<file path="config.mk">
export PLATFORM = sky130hd
export DESIGN_NAME = fcam_mul
export DESIGN_NICKNAME = d
export VERILOG_FILES = /design/src/rtl/fcam_pkg.sv /design/src/rtl/fcam_mul.sv
export SDC_FILE = /design/constraint.sdc
export NUM_CORES = 2
export LEC_CHECK = 0
export BUFFER_PORTS_ARGS = -buffer_cell sky130_fd_sc_hd__buf_2
export CAP_MARGIN = 5
export CELL_PAD_IN_SITES_DETAIL_PLACEMENT = 1
export CELL_PAD_IN_SITES_GLOBAL_PLACEMENT = 2
export CORE_MARGIN = 2
export CORE_UTILIZATION = 43
export DETAILED_ROUTE_END_ITERATION = 10
export HOLD_SLACK_MARGIN = 0.12
export PLACE_DENSITY = 0.86
export SYNTH_ARGS = -nofsm -noshare
export SYNTH_HDL_FRONTEND = slang
export SYNTH_SLANG_ARGS = --single-unit
</file>
<file path="constraint.sdc">
create_clock -name clk -period 12.3 [get_ports clk]
set_input_delay 2.46 -clock clk [delete_from_list [all_inputs] [get_ports clk]]
set_output_delay 2.46 -clock clk [all_outputs]
set_load 0.1 [all_outputs]
</file>
<file path="src/rtl/fcam_pkg.sv">
// ----------------------------------------------------------------------------
// fcam_pkg
// Shared constants, codes and types of the fly camera core: fixed-point angle
// constants, CORDIC arctangent table, operation codes and register indexes.
// ----------------------------------------------------------------------------
package fcam_pkg;

  localparam int POS_WIDTH_DEF  = 32;
  localparam int UNIT_WIDTH_DEF = 16;

  // Angles in Q9.16 degrees
  localparam int DEG89  = 5832704;
  localparam int DEG90  = 5898240;
  localparam int DEG180 = 11796480;
  localparam int DEG360 = 23592960;

  // CORDIC start gain at Q2.30
  localparam int CORDIC_K = 652032874;

  localparam int CRD_W   = 34;
  localparam int ANG_W   = 26;
  localparam int YAW_W   = 25;
  localparam int PITCH_W = 24;

  localparam int MUL_W  = 33;
  localparam int PROD_W = 66;
  localparam int WIDE_W = 67;
  localparam int ACC_W  = 100;
  localparam int WACC_W = 40;

  localparam logic [3:0] CRD_LAST_STEP = 4'd15;
  localparam logic [3:0] WRAP_TOP      = 4'd13;
  localparam longint     WRAP_BIAS     = longint'(DEG360) * 64'sd8192;

  typedef enum logic [1:0] {
    OP_MOVE = 2'd0,
    OP_TURN = 2'd1,
    OP_VIEW = 2'd2,
    OP_LOAD = 2'd3
  } op_t;

  localparam logic [2:0] CFG_MOVE_SPEED  = 3'd0;
  localparam logic [2:0] CFG_TURN_SPEED  = 3'd1;
  localparam logic [2:0] CFG_START_X     = 3'd2;
  localparam logic [2:0] CFG_START_Y     = 3'd3;
  localparam logic [2:0] CFG_START_Z     = 3'd4;
  localparam logic [2:0] CFG_START_YAW   = 3'd5;
  localparam logic [2:0] CFG_START_PITCH = 3'd6;

  localparam logic [15:0] MOVE_SPEED_RST = 16'd1280;
  localparam logic [15:0] TURN_SPEED_RST = 16'd256;

  localparam logic [1:0] ROW_LAST = 2'd3;
  localparam logic [1:0] ROW_FRONT = 2'd2;

  typedef struct packed {
    logic                    start;
    logic signed [ANG_W-1:0] angle;
  } crd_req_t;

  typedef struct packed {
    logic                    done;
    logic signed [CRD_W-1:0] cos_v;
    logic signed [CRD_W-1:0] sin_v;
  } crd_rsp_t;

  function automatic logic signed [ANG_W-1:0] atan_step(input logic [3:0] i);
    logic signed [ANG_W-1:0] r;
    case (i)
      4'd0:    r = ANG_W'(2949120);
      4'd1:    r = ANG_W'(1740967);
      4'd2:    r = ANG_W'(919879);
      4'd3:    r = ANG_W'(466945);
      4'd4:    r = ANG_W'(234379);
      4'd5:    r = ANG_W'(117304);
      4'd6:    r = ANG_W'(58666);
      4'd7:    r = ANG_W'(29335);
      4'd8:    r = ANG_W'(14668);
      4'd9:    r = ANG_W'(7334);
      4'd10:   r = ANG_W'(3667);
      4'd11:   r = ANG_W'(1833);
      4'd12:   r = ANG_W'(917);
      4'd13:   r = ANG_W'(458);
      4'd14:   r = ANG_W'(229);
      default: r = ANG_W'(115);
    endcase
    return r;
  endfunction

endpackage

</file>
<file path="src/rtl/fcam_mul.sv">
// ----------------------------------------------------------------------------
// fcam_mul
// Shared signed multiplier with a registered product.
// ----------------------------------------------------------------------------
module fcam_mul (
  input  logic                                clk,
  input  logic signed [fcam_pkg::MUL_W-1:0]   a,
  input  logic signed [fcam_pkg::MUL_W-1:0]   b,
  output logic signed [fcam_pkg::PROD_W-1:0]  p_r
);

  always_ff @(posedge clk) begin
    p_r <= a * b;
  end

endmodule

</file>
==> out/qor.json <==
{
  "setup_path": {
    "worstSetupEndpointType": "register",
    "setup.worst_path.start_class": "input pin",
    "worst-endpoint-arrival_ns": 11.23,
    "crit_path_max_incr_delay_ns": 1.26,
    "critical_path_peak_fanout": 33,
    "crit_required_ns": 12.62,
    "cp_cell_sequence": "buf_2 -> nand2_1 -> inv_1 -> fa_1 -> fa_1 -> inv_1 -> fa_1 -> inv_1 -> fa_1 -> fa_1 -> fa_1 -> fa_1 -> inv_1 -> fa_1 -> inv_1 -> ha_1 -> nand4_1 -> nor3_1 -> o311ai_4 -> nand3_2 -> a211oi_1 -> a311oi_1",
    "timing.critical_path.slowest_stage_cell": "sky130_fd_sc_hd__fa_1",
    "cpMostUsedCell": "sky130_fd_sc_hd__fa_1",
    "criticalPathCategory": "in2reg",
    "crit_start": "b[6]"
  },
  "sta": {
    "slew_headroom": 0.245,
    "fin_tns_setup_ns": 0,
    "setup_violations": 0,
    "timing.final.crit_period_ns": 10.91,
    "rsz0062_at_grt": "false",
    "clock.fmax_mhz": 91.6,
    "slew_violations": 0,
    "final.setup.worst_slack_ns": 1.39,
    "report.final.hold_viol_count": 0,
    "finalCritPeriodShare": 0.887,
    "worst-slew-pin-transition_ns": 1.13
  },
  "synthesis": {
    "synth_top_cells_by_area": "sky130_fd_sc_hd__fa_1 56%, sky130_fd_sc_hd__inv_1 10%, sky130_fd_sc_hd__and2_1 8.6%, sky130_fd_sc_hd__ha_1 6.7%, sky130_fd_sc_hd__nand2_1 5.1%",
    "postSynthCellCount": 4338,
    "synth_edf_count": 0,
    "post-synth-top-area-cell": "sky130_fd_sc_hd__fa_1",
    "synth-async-reset-ratio": 0,
    "synth.distinct_cells": 80,
    "synth-seq-area-share": 0.0324,
    "mappedNetlistArea_um2": 40700,
    "syn-num-nets": 5767,
    "ys_seq_elements": 66,
    "synth-main-ff-cell": "sky130_fd_sc_hd__dfxtp_1",
    "synth_top_area_share": 0.563,
    "ys.warnings.count": 0,
    "synthesis.area_per_instance_um2": 9.39
  },
  "die": {
    "die_width_um": 312,
    "pin_count": 133,
    "core_area_um2": 93600,
    "die_area_um2": 97200,
    "initial_core_util": 0.435,
    "die_h_um": 312,
    "placement_rows": 112
  },
  "cells_and_area": {
    "largest_register_ff_count": 66,
    "largestRegisters": "p_r: 66 flops",
    "post_layout_nonfiller_instances": 5539,
    "final.fill_count": 10900,
    "largest_register": "p_r",
    "areaGrowthSynthToFinish_pct": 4.43,
    "share_of_layout_cells_above_drive_strength_1": 0.0467,
    "post-route-util": 0.454,
    "post_layout_net_count": 5705
  },
  "detailed_routing": {
    "detail_route.first_pass.iterations": 5,
    "routed_wire_length_per_instance_um": 22.0,
    "drt_wl_total_mm": 122,
    "ant_nets": 0,
    "detail_route.iter0.violations": 1352,
    "post_drt_via_cell_ratio": 5.19,
    "drcViolationCount": 0,
    "vias": 28800
  },
  "global_routing": {
    "grt_overflow_total": 0,
    "pin_count_of_the_biggest_net_entering_global_routing": 34,
    "grt_pass1_vias": 34000,
    "grt_antenna_before_repair": 2,
    "grt_util_all_layers": 0.266,
    "grt_first_pass_wirelength_mm": 197
  },
  "placed_design": {
    "place.port_buffers": 132,
    "detailedPlace.worstSlack_ns": 0.923,
    "number_of_placed_cells_counting_well_taps": 5519,
    "dp_hpwl_mm": 100,
    "gp_congestion": 0.858
  },
  "cts": {
    "numCtsBuffers": 9,
    "clock_tree_from_tritoncts": "built",
    "clk_pin_slew_ns": 0.07,
    "cts.hold.buffers_added": 0,
    "cts_max_path_buffers": 2,
    "clkSinkCount": 66,
    "ctsRootBufferMaster": "sky130_fd_sc_hd__clkbuf_16",
    "cts_resizes": 0,
    "postCtsSetupBuffers": 0,
    "cts_htree_levels": 3
  },
  "flow_run": {
    "timing.max_cap.violations": 0
  },
  "min_path": {
    "timing.hold.worst_endpoint": "p_r[0]",
    "hp-start": "b[0]",
    "timing.hold.worst_path_depth": 2,
    "hold_path_class": "in2reg"
  },
  "outcome": {
    "status": "complete, no violations"
  }
}
==> cells in the final DEF, fill, tap and decap left out, types with 3 or more instances in the layout <==
cell type and instances:
sky130_fd_sc_hd__nand2b_1 12, sky130_fd_sc_hd__nand4_1 11, sky130_fd_sc_hd__nand3_1 25, sky130_fd_sc_hd__a21oi_2 3
sky130_fd_sc_hd__xnor2_1 43, sky130_fd_sc_hd__o21ai_0 25, sky130_fd_sc_hd__clkbuf_16 9, sky130_fd_sc_hd__nor3_1 7
sky130_fd_sc_hd__a31oi_1 8, sky130_fd_sc_hd__diode_2 4, sky130_fd_sc_hd__a211o_1 6, sky130_fd_sc_hd__o21a_1 6
sky130_fd_sc_hd__or3_1 3, sky130_fd_sc_hd__or2_2 3, sky130_fd_sc_hd__inv_1 1131, sky130_fd_sc_hd__and2_1 562
sky130_fd_sc_hd__nor2_1 68, sky130_fd_sc_hd__o21bai_1 11, sky130_fd_sc_hd__a211oi_2 3, sky130_fd_sc_hd__ha_1 217
sky130_fd_sc_hd__nand2_1 551, sky130_fd_sc_hd__a21oi_1 57, sky130_fd_sc_hd__and4_1 5, sky130_fd_sc_hd__and3_1 5
sky130_fd_sc_hd__a211oi_1 7, sky130_fd_sc_hd__buf_4 16, sky130_fd_sc_hd__fa_1 1145, sky130_fd_sc_hd__o31ai_4 3
sky130_fd_sc_hd__o21ai_1 6, sky130_fd_sc_hd__o211ai_1 4, sky130_fd_sc_hd__nor2b_1 5, sky130_fd_sc_hd__a21o_1 36
sky130_fd_sc_hd__buf_2 132, sky130_fd_sc_hd__xor2_1 25, sky130_fd_sc_hd__dfxtp_1 66
==> synthesized netlist by cell type (all sizes together) (5+ instances only) <==
library cell  instances
o211ai                5
nand3                26
o31ai                 7
nand2b               12
a21oi                61
a21o                 38
clkbuf              208
nor3                  7
a211o                 6
o21ai                33
and2                563
inv                1131
nand4                12
a211oi               11
buf                  13
a31oi                 9
nand2               551
nor2b                 5
xnor2                43
xor2                 25
and3                  6
o21a                  6
and4                  5
ha                  217
nor2                 68
o21bai               11
dfxtp                66
fa                 1145
==> metal layers <==
layer / vias to the layer above / global-route usage / wire length, µm
met3: 186 / 0.0370 / 5900
met4: 4 / 0.0864 / 4190
li1: 12200 / - / -
met1: 15600 / 0.336 / 48600
met5: - / 0.00445 / 71
met2: 729 / 0.467 / 63000
==> critical path, delay by kind of cell <==
kind | cells | cell delay (ns)
compound gates | 3 | 0.75
fa+ha+maj | 9 | 5.39
buf+inv | 6 | 1.18
simple gates | 4 | 1.39
==> worst max path at each step <==
stage / endpoint / slack, ns / cells after the start
floorplan: p_r[62] / 2.60 / 23
global placement: p_r[64] / 0.95 / 22
detailed placement: p_r[64] / 0.92 / 22
CTS: p_r[64] / 1.33 / 22
global route: p_r[64] / 1.0 / 22
finish: p_r[64] / 1.39 / 22
==> cell families (layout without fill, tap and decap cells) <==
| kind of cell | Yosys count | count (layout) | share of synthesized area |
|---|---|---|---|
| adder cells (fa/ha/maj) | 1362 | 1362 | 0.629 |
| buffers and inverters | 1352 | 1295 | 0.125 |
| AND/OR/NAND/NOR | 1271 | 1271 | 0.158 |
| AO/OA/AOI/OAI | 219 | 219 | 0.0407 |
| XOR/XNOR | 68 | 68 | 0.0146 |
| flip-flops | 66 | 66 | 0.0324 |
| other | 0 | 4 | 0 |
==> cell type report <==
cell class	instances	area, µm²	share of cell area
Multi-Input combinational cell	2920	34300	0.807
Inverter	1131	4250	0.0998
Tap cell	1254	1570	0.0369
Sequential cell	66	1320	0.0311
Timing Repair Buffer	148	781	0.0184
Clock buffer	10	229	0.00538
Clock inverter	6	67.6	0.00159
Antenna cell	4	10.0	0.000235
==> per-stage QoR <==
step / cell area [µm²] / hold slack, ns
after floorplan: 40700 / 2.59
after global placement: 42200 / 3.01
after detailed placement: 42200 / 3.01
after CTS: 42500 / 2.67
after global routing: 42500 / 2.71
final: 42500 / 2.72
Power is not shown: default switching activity piles up to over one toggle a cycle in this logic, so the estimate is an artifact.
