===== src/rtl/fcam_pkg.sv =====
// ----------------------------------------------------------------------------
// fcam_pkg
// Shared constants, codes and types of the fly camera core: fixed-point angle
// constants, CORDIC arctangent table, operation codes and register indexes.
// ----------------------------------------------------------------------------
package fcam_pkg;

  localparam int POS_WIDTH_DEF  = 32;
  localparam int UNIT_WIDTH_DEF = 16;

  // Angles in Q9.16 degrees
  localparam int DEG89  = 5832704;
  localparam int DEG90  = 5898240;
  localparam int DEG180 = 11796480;
  localparam int DEG360 = 23592960;

  // CORDIC start gain at Q2.30
  localparam int CORDIC_K = 652032874;

  localparam int CRD_W   = 34;
  localparam int ANG_W   = 26;
  localparam int YAW_W   = 25;
  localparam int PITCH_W = 24;

  localparam int MUL_W  = 33;
  localparam int PROD_W = 66;
  localparam int WIDE_W = 67;
  localparam int ACC_W  = 100;
  localparam int WACC_W = 40;

  localparam logic [3:0] CRD_LAST_STEP = 4'd15;
  localparam logic [3:0] WRAP_TOP      = 4'd13;
  localparam longint     WRAP_BIAS     = longint'(DEG360) * 64'sd8192;

  typedef enum logic [1:0] {
    OP_MOVE = 2'd0,
    OP_TURN = 2'd1,
    OP_VIEW = 2'd2,
    OP_LOAD = 2'd3
  } op_t;

  localparam logic [2:0] CFG_MOVE_SPEED  = 3'd0;
  localparam logic [2:0] CFG_TURN_SPEED  = 3'd1;
  localparam logic [2:0] CFG_START_X     = 3'd2;
  localparam logic [2:0] CFG_START_Y     = 3'd3;
  localparam logic [2:0] CFG_START_Z     = 3'd4;
  localparam logic [2:0] CFG_START_YAW   = 3'd5;
  localparam logic [2:0] CFG_START_PITCH = 3'd6;

  localparam logic [15:0] MOVE_SPEED_RST = 16'd1280;
  localparam logic [15:0] TURN_SPEED_RST = 16'd256;

  localparam logic [1:0] ROW_LAST = 2'd3;
  localparam logic [1:0] ROW_FRONT = 2'd2;

  typedef struct packed {
    logic                    start;
    logic signed [ANG_W-1:0] angle;
  } crd_req_t;

  typedef struct packed {
    logic                    done;
    logic signed [CRD_W-1:0] cos_v;
    logic signed [CRD_W-1:0] sin_v;
  } crd_rsp_t;

  function automatic logic signed [ANG_W-1:0] atan_step(input logic [3:0] i);
    logic signed [ANG_W-1:0] r;
    case (i)
      4'd0:    r = ANG_W'(2949120);
      4'd1:    r = ANG_W'(1740967);
      4'd2:    r = ANG_W'(919879);
      4'd3:    r = ANG_W'(466945);
      4'd4:    r = ANG_W'(234379);
      4'd5:    r = ANG_W'(117304);
      4'd6:    r = ANG_W'(58666);
      4'd7:    r = ANG_W'(29335);
      4'd8:    r = ANG_W'(14668);
      4'd9:    r = ANG_W'(7334);
      4'd10:   r = ANG_W'(3667);
      4'd11:   r = ANG_W'(1833);
      4'd12:   r = ANG_W'(917);
      4'd13:   r = ANG_W'(458);
      4'd14:   r = ANG_W'(229);
      default: r = ANG_W'(115);
    endcase
    return r;
  endfunction

endpackage


===== src/rtl/fcam_cordic.sv =====
// ----------------------------------------------------------------------------
// fcam_cordic
// Iterative rotation-mode CORDIC: sine and cosine of a Q9.16 degree angle at
// Q2.30, one micro-rotation per cycle.
// ----------------------------------------------------------------------------
module fcam_cordic (
  input  logic                clk,
  input  logic                rst_n,
  input  fcam_pkg::crd_req_t  req,
  output fcam_pkg::crd_rsp_t  rsp
);

  logic signed [fcam_pkg::CRD_W-1:0] x_r, y_r;
  logic signed [fcam_pkg::ANG_W-1:0] z_r;
  logic [3:0]                        it_r;
  logic                              run_r, neg_r, done_r;

  logic signed [fcam_pkg::ANG_W-1:0] z_init;
  logic                              neg_init;
  logic signed [fcam_pkg::CRD_W-1:0] dx, dy;
  logic signed [fcam_pkg::ANG_W-1:0] da;

  // Fold angles beyond a quarter turn back and flip the results
  always_comb begin
    z_init   = req.angle;
    neg_init = 1'b0;
    if (req.angle > fcam_pkg::DEG90) begin
      z_init   = fcam_pkg::ANG_W'(req.angle - fcam_pkg::DEG180);
      neg_init = 1'b1;
    end else if (req.angle < -fcam_pkg::DEG90) begin
      z_init   = fcam_pkg::ANG_W'(req.angle + fcam_pkg::DEG180);
      neg_init = 1'b1;
    end
  end

  assign dx = y_r >>> it_r;
  assign dy = x_r >>> it_r;
  assign da = fcam_pkg::atan_step(it_r);

  always_ff @(posedge clk) begin
    if (!rst_n) begin
      run_r  <= 1'b0;
      done_r <= 1'b0;
      it_r   <= '0;
    end else begin
      done_r <= 1'b0;
      if (req.start) begin
        x_r   <= fcam_pkg::CRD_W'(fcam_pkg::CORDIC_K);
        y_r   <= '0;
        z_r   <= z_init;
        neg_r <= neg_init;
        it_r  <= '0;
        run_r <= 1'b1;
      end else if (run_r) begin
        if (z_r >= 0) begin
          x_r <= x_r - dx;
          y_r <= y_r + dy;
          z_r <= z_r - da;
        end else begin
          x_r <= x_r + dx;
          y_r <= y_r - dy;
          z_r <= z_r + da;
        end
        it_r <= it_r + 4'd1;
        if (it_r == fcam_pkg::CRD_LAST_STEP) begin
          run_r  <= 1'b0;
          done_r <= 1'b1;
        end
      end
    end
  end

  assign rsp.done  = done_r;
  assign rsp.cos_v = neg_r ? -x_r : x_r;
  assign rsp.sin_v = neg_r ? -y_r : y_r;

endmodule


===== config.mk =====
export PLATFORM = sky130hd
export DESIGN_NAME = fcam_cordic
export DESIGN_NICKNAME = d
export VERILOG_FILES = /design/src/rtl/fcam_pkg.sv /design/src/rtl/fcam_cordic.sv
export SDC_FILE = /design/constraint.sdc
export NUM_CORES = 1
export LEC_CHECK = 0
export ABC_AREA = 1
export BUFFER_PORTS_ARGS = -buffer_cell sky130_fd_sc_hd__clkbuf_2
export CAP_MARGIN = 30
export CORE_MARGIN = 3
export CORE_UTILIZATION = 26
export CTS_BUF_LIST = sky130_fd_sc_hd__clkbuf_8
export DETAILED_ROUTE_END_ITERATION = 6
export SYNTH_ARGS = -nofsm -noshare
export SYNTH_HDL_FRONTEND = slang
export SYNTH_SLANG_ARGS = --single-unit
export TNS_END_PERCENT = 50

===== constraint.sdc =====
create_clock -name clk -period 7.87 [get_ports clk]
set_input_delay 1.574 -clock clk [delete_from_list [all_inputs] [get_ports clk]]
set_output_delay 1.574 -clock clk [all_outputs]
set_load 0.03 [all_outputs]

==> flow_metrics.env, run 1 <==
export IMPL_status="complete, no violations"
export IMPL_crit_arrival_ns=3.76
export IMPL_tritoncts="built"
export IMPL_placed_cells=3639
export IMPL_drive_gt1_frac=0.0810
export IMPL_coreArea_um2=64700
export IMPL_worst_pin_slew_ns=0.901
export IMPL_dpl_worst_slack_ns=2.83
export IMPL_wl_met2_um=26100
export IMPL_critPathRequiredTime_ns=6.30
export IMPL_hold_viol=0
export IMPL_synth_top_area_cell="edfxtp_1"
export IMPL_totalPowerFinal_mw=6.19
export IMPL_setup_slack_ns=2.54
export IMPL_crit_buf_inv=1
export IMPL_synthCells=2769
export IMPL_synthFlopType="edfxtp_1"
export IMPL_dp_hpwl_um=44800
export IMPL_post_route_drc_count=0
export IMPL_first_global_vias=16900
export IMPL_worstSetupStartpointType="flop"
export IMPL_path_clk_slew_ns=0.07
export IMPL_rows=93
export IMPL_syn_area_um2=17000
export IMPL_cts_buffers=17
export IMPL_wire_per_inst_um=15.6
export IMPL_ios=98
export IMPL_fin_crit_ns=5.33
export IMPL_routed_via_density=5.00
export IMPL_fmax_mhz=188
export IMPL_clockBufferDepth=2
export IMPL_syn_avg_cell_area_um2=6.15
export IMPL_critical_path_class="flop to output pin"
export IMPL_grt_use_total=0.167
export IMPL_max_slew_margin_rel=0.394
export IMPL_fillerInstances=7388
export IMPL_slowest_stage="edfxtp_1"
export IMPL_p_leak_nw=8.45
export IMPL_hold_buffers=0
export IMPL_first_pass_iters=7
export IMPL_cts_sinks=123
export IMPL_post_cts_resized=0
export IMPL_wl_met1_um=25800
export IMPL_drtIter0Drc=1482
export IMPL_tns_ns=0
export IMPL_syn_nets=2908
export IMPL_die_height_um=262
export IMPL_setup_viol=0
export IMPL_die_area_um2=68600
export IMPL_grt_pass1_wl_um=90600
export IMPL_worst_path_largest_cell_delay_ns=0.50
export IMPL_design_area_um2=18600
export IMPL_synthTopCellsByArea="edfxtp_1, nand2_1, nand3_1"
export IMPL_finClkSkew_ns=0.0202
export IMPL_endpoint_kind="output pin"
export IMPL_num_vias=18400
export IMPL_rsz0062_at_grt="false"
export IMPL_drv_cap=0
export IMPL_antenna_found_initial=1
export IMPL_htree_num_levels=4
export IMPL_ir_worst_vdd_uv=112
export IMPL_wl_met3_um=2960
export IMPL_yosysUniqueCellTypes=55
export IMPL_area_growth_pct=9.30
export IMPL_ys_ff_latch=123
export IMPL_place_area_um2=18200
export IMPL_finish_utilization=0.288
export IMPL_grt_start_max_net_pins=71
export IMPL_ys_seq_area_frac=0.200
export IMPL_cpMostUsedCell="nor2_1"
export IMPL_power_density_nw_per_um2=332
export IMPL_hold_ws_ns=0.644
export IMPL_top_layer="met4"
export IMPL_routabilityCongestion=0.937
export IMPL_clock_latency_ns=0.55
export IMPL_die_w_um=262
export IMPL_antenna_left=0
export IMPL_portBuffers=97
export IMPL_yosys_warnings=0
export IMPL_crit_fanout=5
export IMPL_min_delay_path_class="flop to flop"
export IMPL_fin_nets=2942
export IMPL_grt_overflow=0
export IMPL_post_cts_buffers=0
export IMPL_cp_top_family="simple AND/OR/NAND/NOR gates"
export IMPL_finalCritPeriodShare=0.677
export IMPL_async_flop_share=0
export IMPL_synth_edff_count=95
export IMPL_routed_wirelength_um=57400
export IMPL_drv_slew=0
export IMPL_cp_cell_sequence="nor2_1, nand4_1, nor3_1, nand3_1, nor2_1, nand2_1, nor2_1, nand3_1, nor2_1, nand3_1, nand2_1, xor2_1, clkbuf_2"
export IMPL_yosysTopAreaCellShare=0.167
export IMPL_root_buffer="clkbuf_8"
export IMPL_fin_cells=3672
export IMPL_start_util=0.263
==> worst paths after layout <==
path / startpoint / end / slack (ns) / cells after the start
min: run_r$_SDFF_PN0_ / done_r$_SDFF_PP0_ / 0.64 / 2
min reg2reg: run_r$_SDFF_PN0_ / done_r$_SDFF_PP0_ / 0.64 / 2
max: y_r[4]$_SDFFCE_PP0P_ / rsp[33] / 2.54 / 13
max reg2reg: it_r[1]$_SDFFE_PP0P_ / y_r[27]$_SDFFCE_PP0P_ / 2.71 / 25
==> kinds of logic (layout without fill, tap and decap cells) <==
kind of cell / after synthesis / after routing / synth area share
AND/OR/NAND/NOR: 1500 / 1500 / 0.383
AO/OA/AOI/OAI: 512 / 512 / 0.167
buffers and inverters: 377 / 424 / 0.0919
XOR/XNOR: 147 / 147 / 0.0756
flip-flops: 123 / 123 / 0.200
adder cells (fa/ha/maj): 110 / 110 / 0.0821
other: 0 / 1 / 0
==> final cells by class <==
cell class / count / area (um2) / share of cell area
Multi-Input combinational cell: 2269 / 12100 / 0.648
Sequential cell: 123 / 3420 / 0.184
Tap cell: 855 / 1070 / 0.0574
Inverter: 280 / 1050 / 0.0566
Timing Repair Buffer: 112 / 598 / 0.0321
Clock buffer: 17 / 234 / 0.0126
Clock inverter: 15 / 180 / 0.00968
Antenna cell: 1 / 2.50 / 0.000134
==> per-layer routing <==
layer  GRT usage  vias up
met3      0.0226       95
li1            -     9431
met2       0.273      557
met5           0        -
met1       0.216     8271
met4      0.0799        0
==> cells in the mapped netlist (16+ instances only) <==
| library cell | instances |
|---|---|
| a21oi_1 | 212 |
| buf_1 | 16 |
| buf_2 | 29 |
| clkbuf_1 | 32 |
| dfxtp_1 | 28 |
| edfxtp_1 | 95 |
| ha_1 | 107 |
| inv_1 | 270 |
| nand2_1 | 678 |
| nand3_1 | 409 |
| nand4_1 | 25 |
| nor2_1 | 264 |
| nor3_1 | 34 |
| nor4_1 | 18 |
| o21a_1 | 17 |
| o21ai_0 | 186 |
| or2_2 | 22 |
| xnor2_1 | 54 |
| xor2_1 | 93 |
==> cells in the final DEF, fill, tap and decap left out, types with 6 or more instances in the layout <==
cell type and count:
nand2_1 677, nand3_1 409, inv_1 271, nor2_1 264
a21oi_1 212, o21ai_0 186, ha_1 107, clkbuf_2 97
edfxtp_1 95, xor2_1 93, xnor2_1 54, nor3_1 34
nand4_1 25, dfxtp_1 24, or2_2 22, nor4_1 18
o21a_1 17, clkbuf_8 17, o21bai_1 15, buf_4 15
nand2_2 14, nor2_2 12, a31oi_1 12, inv_2 9
o21ai_2 9, o21ai_1 9, o31ai_1 9, a21o_1 9
a21boi_0 7, nand3_2 6, nand3b_1 6
==> worst register-to-register path: cells and delay by family (launching register included) <==
family | cells | cell delay (ns)
AO/OA/AOI/OAI | 4 | 0.41
adder cells (fa/ha/maj) | 2 | 0.62
buffers and inverters | 6 | 1.35
AND/OR/NAND/NOR | 13 | 2.23
flip-flops | 1 | 0.31
==> where the power goes <==
part	internal (mW)	switching, mW
combinational	1.42	2.86
sequential	0.941	0.342
clock	0.339	0.292
total	2.70	3.49
==> registers in the layout (all words and copies together) (netlist names) <==
name and cells:
done_r 1, neg_r 1, z_r 26, da 22, run_r 1, y_r 34
x_r 34, it_r 4
No activity file was read; power rests on OpenSTA's default activity.
==> run 2: changes to the inputs <==
Clock period 7.87 ns to 4.71 ns, I/O delays scaled along.
==> flow_metrics.env, run 2 (synthesis gave the netlist of run 1 again) <==
export IMPL_status="complete, no violations"
export IMPL_antenna_found_initial=1
export IMPL_pwr_share_clk=0.097
export IMPL_clock_latency_ns=0.58
export IMPL_slowest_stage="edfxtp_1"
export IMPL_rsz0062_at_grt="true"
export IMPL_hold_viol=0
export IMPL_grt_overflow=0
export IMPL_drv_slew=0
export IMPL_routabilityCongestion=0.945
export IMPL_finalCritPeriodShare=0.952
export IMPL_switching_share=0.564
export IMPL_ir_worst_vdd_uv=218
export IMPL_fin_nets=2985
export IMPL_finClkSkew_ns=0.0301
export IMPL_first_pass_iters=5
export IMPL_cts_buffers=17
export IMPL_root_buffer="clkbuf_8"
export IMPL_crit_fanout=5
export IMPL_htree_num_levels=4
export IMPL_worst_path_largest_cell_delay_ns=0.51
export IMPL_start_util=0.263
export IMPL_pwr_share_seq=0.193
export IMPL_die_height_um=262
export IMPL_cts_sinks=123
export IMPL_coreArea_um2=64700
export IMPL_first_global_vias=17000
export IMPL_portBuffers=97
export IMPL_setup_viol=0
export IMPL_design_area_um2=19100
export IMPL_reg_top3="x_r: 34 flops, y_r: 34 flops, z_r: 26 flops"
export IMPL_power_density_nw_per_um2=551
export IMPL_tritoncts="built"
export IMPL_num_vias=18500
export IMPL_grt_start_max_net_pins=71
export IMPL_path_clk_slew_ns=0.08
export IMPL_grt_use_total=0.169
export IMPL_drv_cap=0
export IMPL_p_leak_nw=8.68
export IMPL_worst_pin_slew_ns=0.817
export IMPL_critPathRequiredTime_ns=3.77
export IMPL_routed_wirelength_um=57900
export IMPL_worstSetupStartpointType="flop"
export IMPL_p_switching_mw=5.92
export IMPL_die_w_um=262
export IMPL_grt_pass1_wl_um=91500
export IMPL_routed_via_density=4.98
export IMPL_combPwrFrac=0.710
export IMPL_final_common_cell="nand2_1"
export IMPL_place_area_um2=18600
export IMPL_fin_crit_ns=4.48
export IMPL_dp_hpwl_um=46400
export IMPL_crit_arrival_ns=3.54
export IMPL_clockBufferDepth=2
export IMPL_tns_ns=0
export IMPL_post_route_drc_count=0
export IMPL_max_slew_margin_rel=0.455
export IMPL_drtIter0Drc=1437
export IMPL_dpl_worst_slack_ns=0.235
export IMPL_cp_cell_sequence="nor2_1, nand4_1, nor3_1, nand3_1, nor2_1, nand2_1, nor2_1, nand3_1, nor2_2, nand3_1, nand2_1, xor2_2, clkbuf_2"
export IMPL_drive_gt1_frac=0.0983
export IMPL_p_int_mw=4.58
export IMPL_antenna_left=0
export IMPL_rows=93
export IMPL_min_delay_path_class="flop to flop"
export IMPL_endpoint_kind="output pin"
export IMPL_area_growth_pct=11.8
export IMPL_critical_path_class="flop to output pin"
export IMPL_setup_slack_ns=0.227
export IMPL_fmax_mhz=223
export IMPL_wire_per_inst_um=15.6
export IMPL_ios=98
export IMPL_hold_buffers=0
export IMPL_finish_utilization=0.294
export IMPL_die_area_um2=68600
export IMPL_layout_common_cells="nand2_1, nand3_1, inv_1"
==> run 2: through the flow <==
step           cells  power (mW)  hold slack, ns
2_1_floorplan   2769        7.34           0.518
3_3_place_gp    3680        9.38           0.622
3_5_place_dp    3680        9.38           0.634
4_1_cts         3712        10.5           0.604
5_1_grt         3714        11.6           0.651
6_report        3716        10.5           0.646
==> run 2: per-layer routing <==
metal / up-vias / GRT usage / routed length [um] / share of wire
li1: 9516 / - / - / -
met1: 8384 / 0.217 / 25700 / 0.44
met2: 538 / 0.280 / 26900 / 0.47
met3: 86 / 0.0276 / 3100 / 0.054
met4: 0 / 0.0689 / 2160 / 0.037
met5: - / 0 / 0 / 0
==> run 2: final timing paths <==
kind / from / to / slack (ns) / cells after the start
min: run_r$_SDFF_PN0_ / done_r$_SDFF_PP0_ / 0.65 / 2
min reg2reg: run_r$_SDFF_PN0_ / done_r$_SDFF_PP0_ / 0.65 / 2
max reg2reg: it_r[0]$_SDFFE_PP0P_ / x_r[31]$_SDFFCE_PP0P_ / 0.39 / 23
max: y_r[4]$_SDFFCE_PP0P_ / rsp[33] / 0.23 / 13
==> run 2: critical path, delay by kind of cell, from the launching register on <==
family,cells,cell delay (ns)
buffers and inverters,1,0.26
and+or+nand+nor,11,1.93
xor gates and xnor gates,1,0.28
DFF,1,0.51
==> run 2: final cells by class <==
cell class                      instances  area, um2
Sequential cell                       123       3420
Multi-Input combinational cell       2269      12100
Clock inverter                         14        141
Fill cell                            7339      45600
Antenna cell                            2       5.00
Tap cell                              855       1070
Clock buffer                           18        248
Timing Repair Buffer                  155       1010
Inverter                              280       1060
==> run 2: power groups by stage <==
stage	registers (mW)	clock network, mW	logic (mW)
CTS	2.04	1.06	7.37
finish	2.03	1.02	7.46
floorplan	1.85	0	5.49
global placement	2.06	0	7.32
global route	2.04	1.09	8.44
detailed placement	2.06	0	7.33
==> run 2: repair_timing <==
action,4_1_cts,5_1_grt
pin swaps,0,1
gates cloned,0,0
setup buffers,0,2
endpoints found under the setup margin,1,13
gates resized for setup,1,12
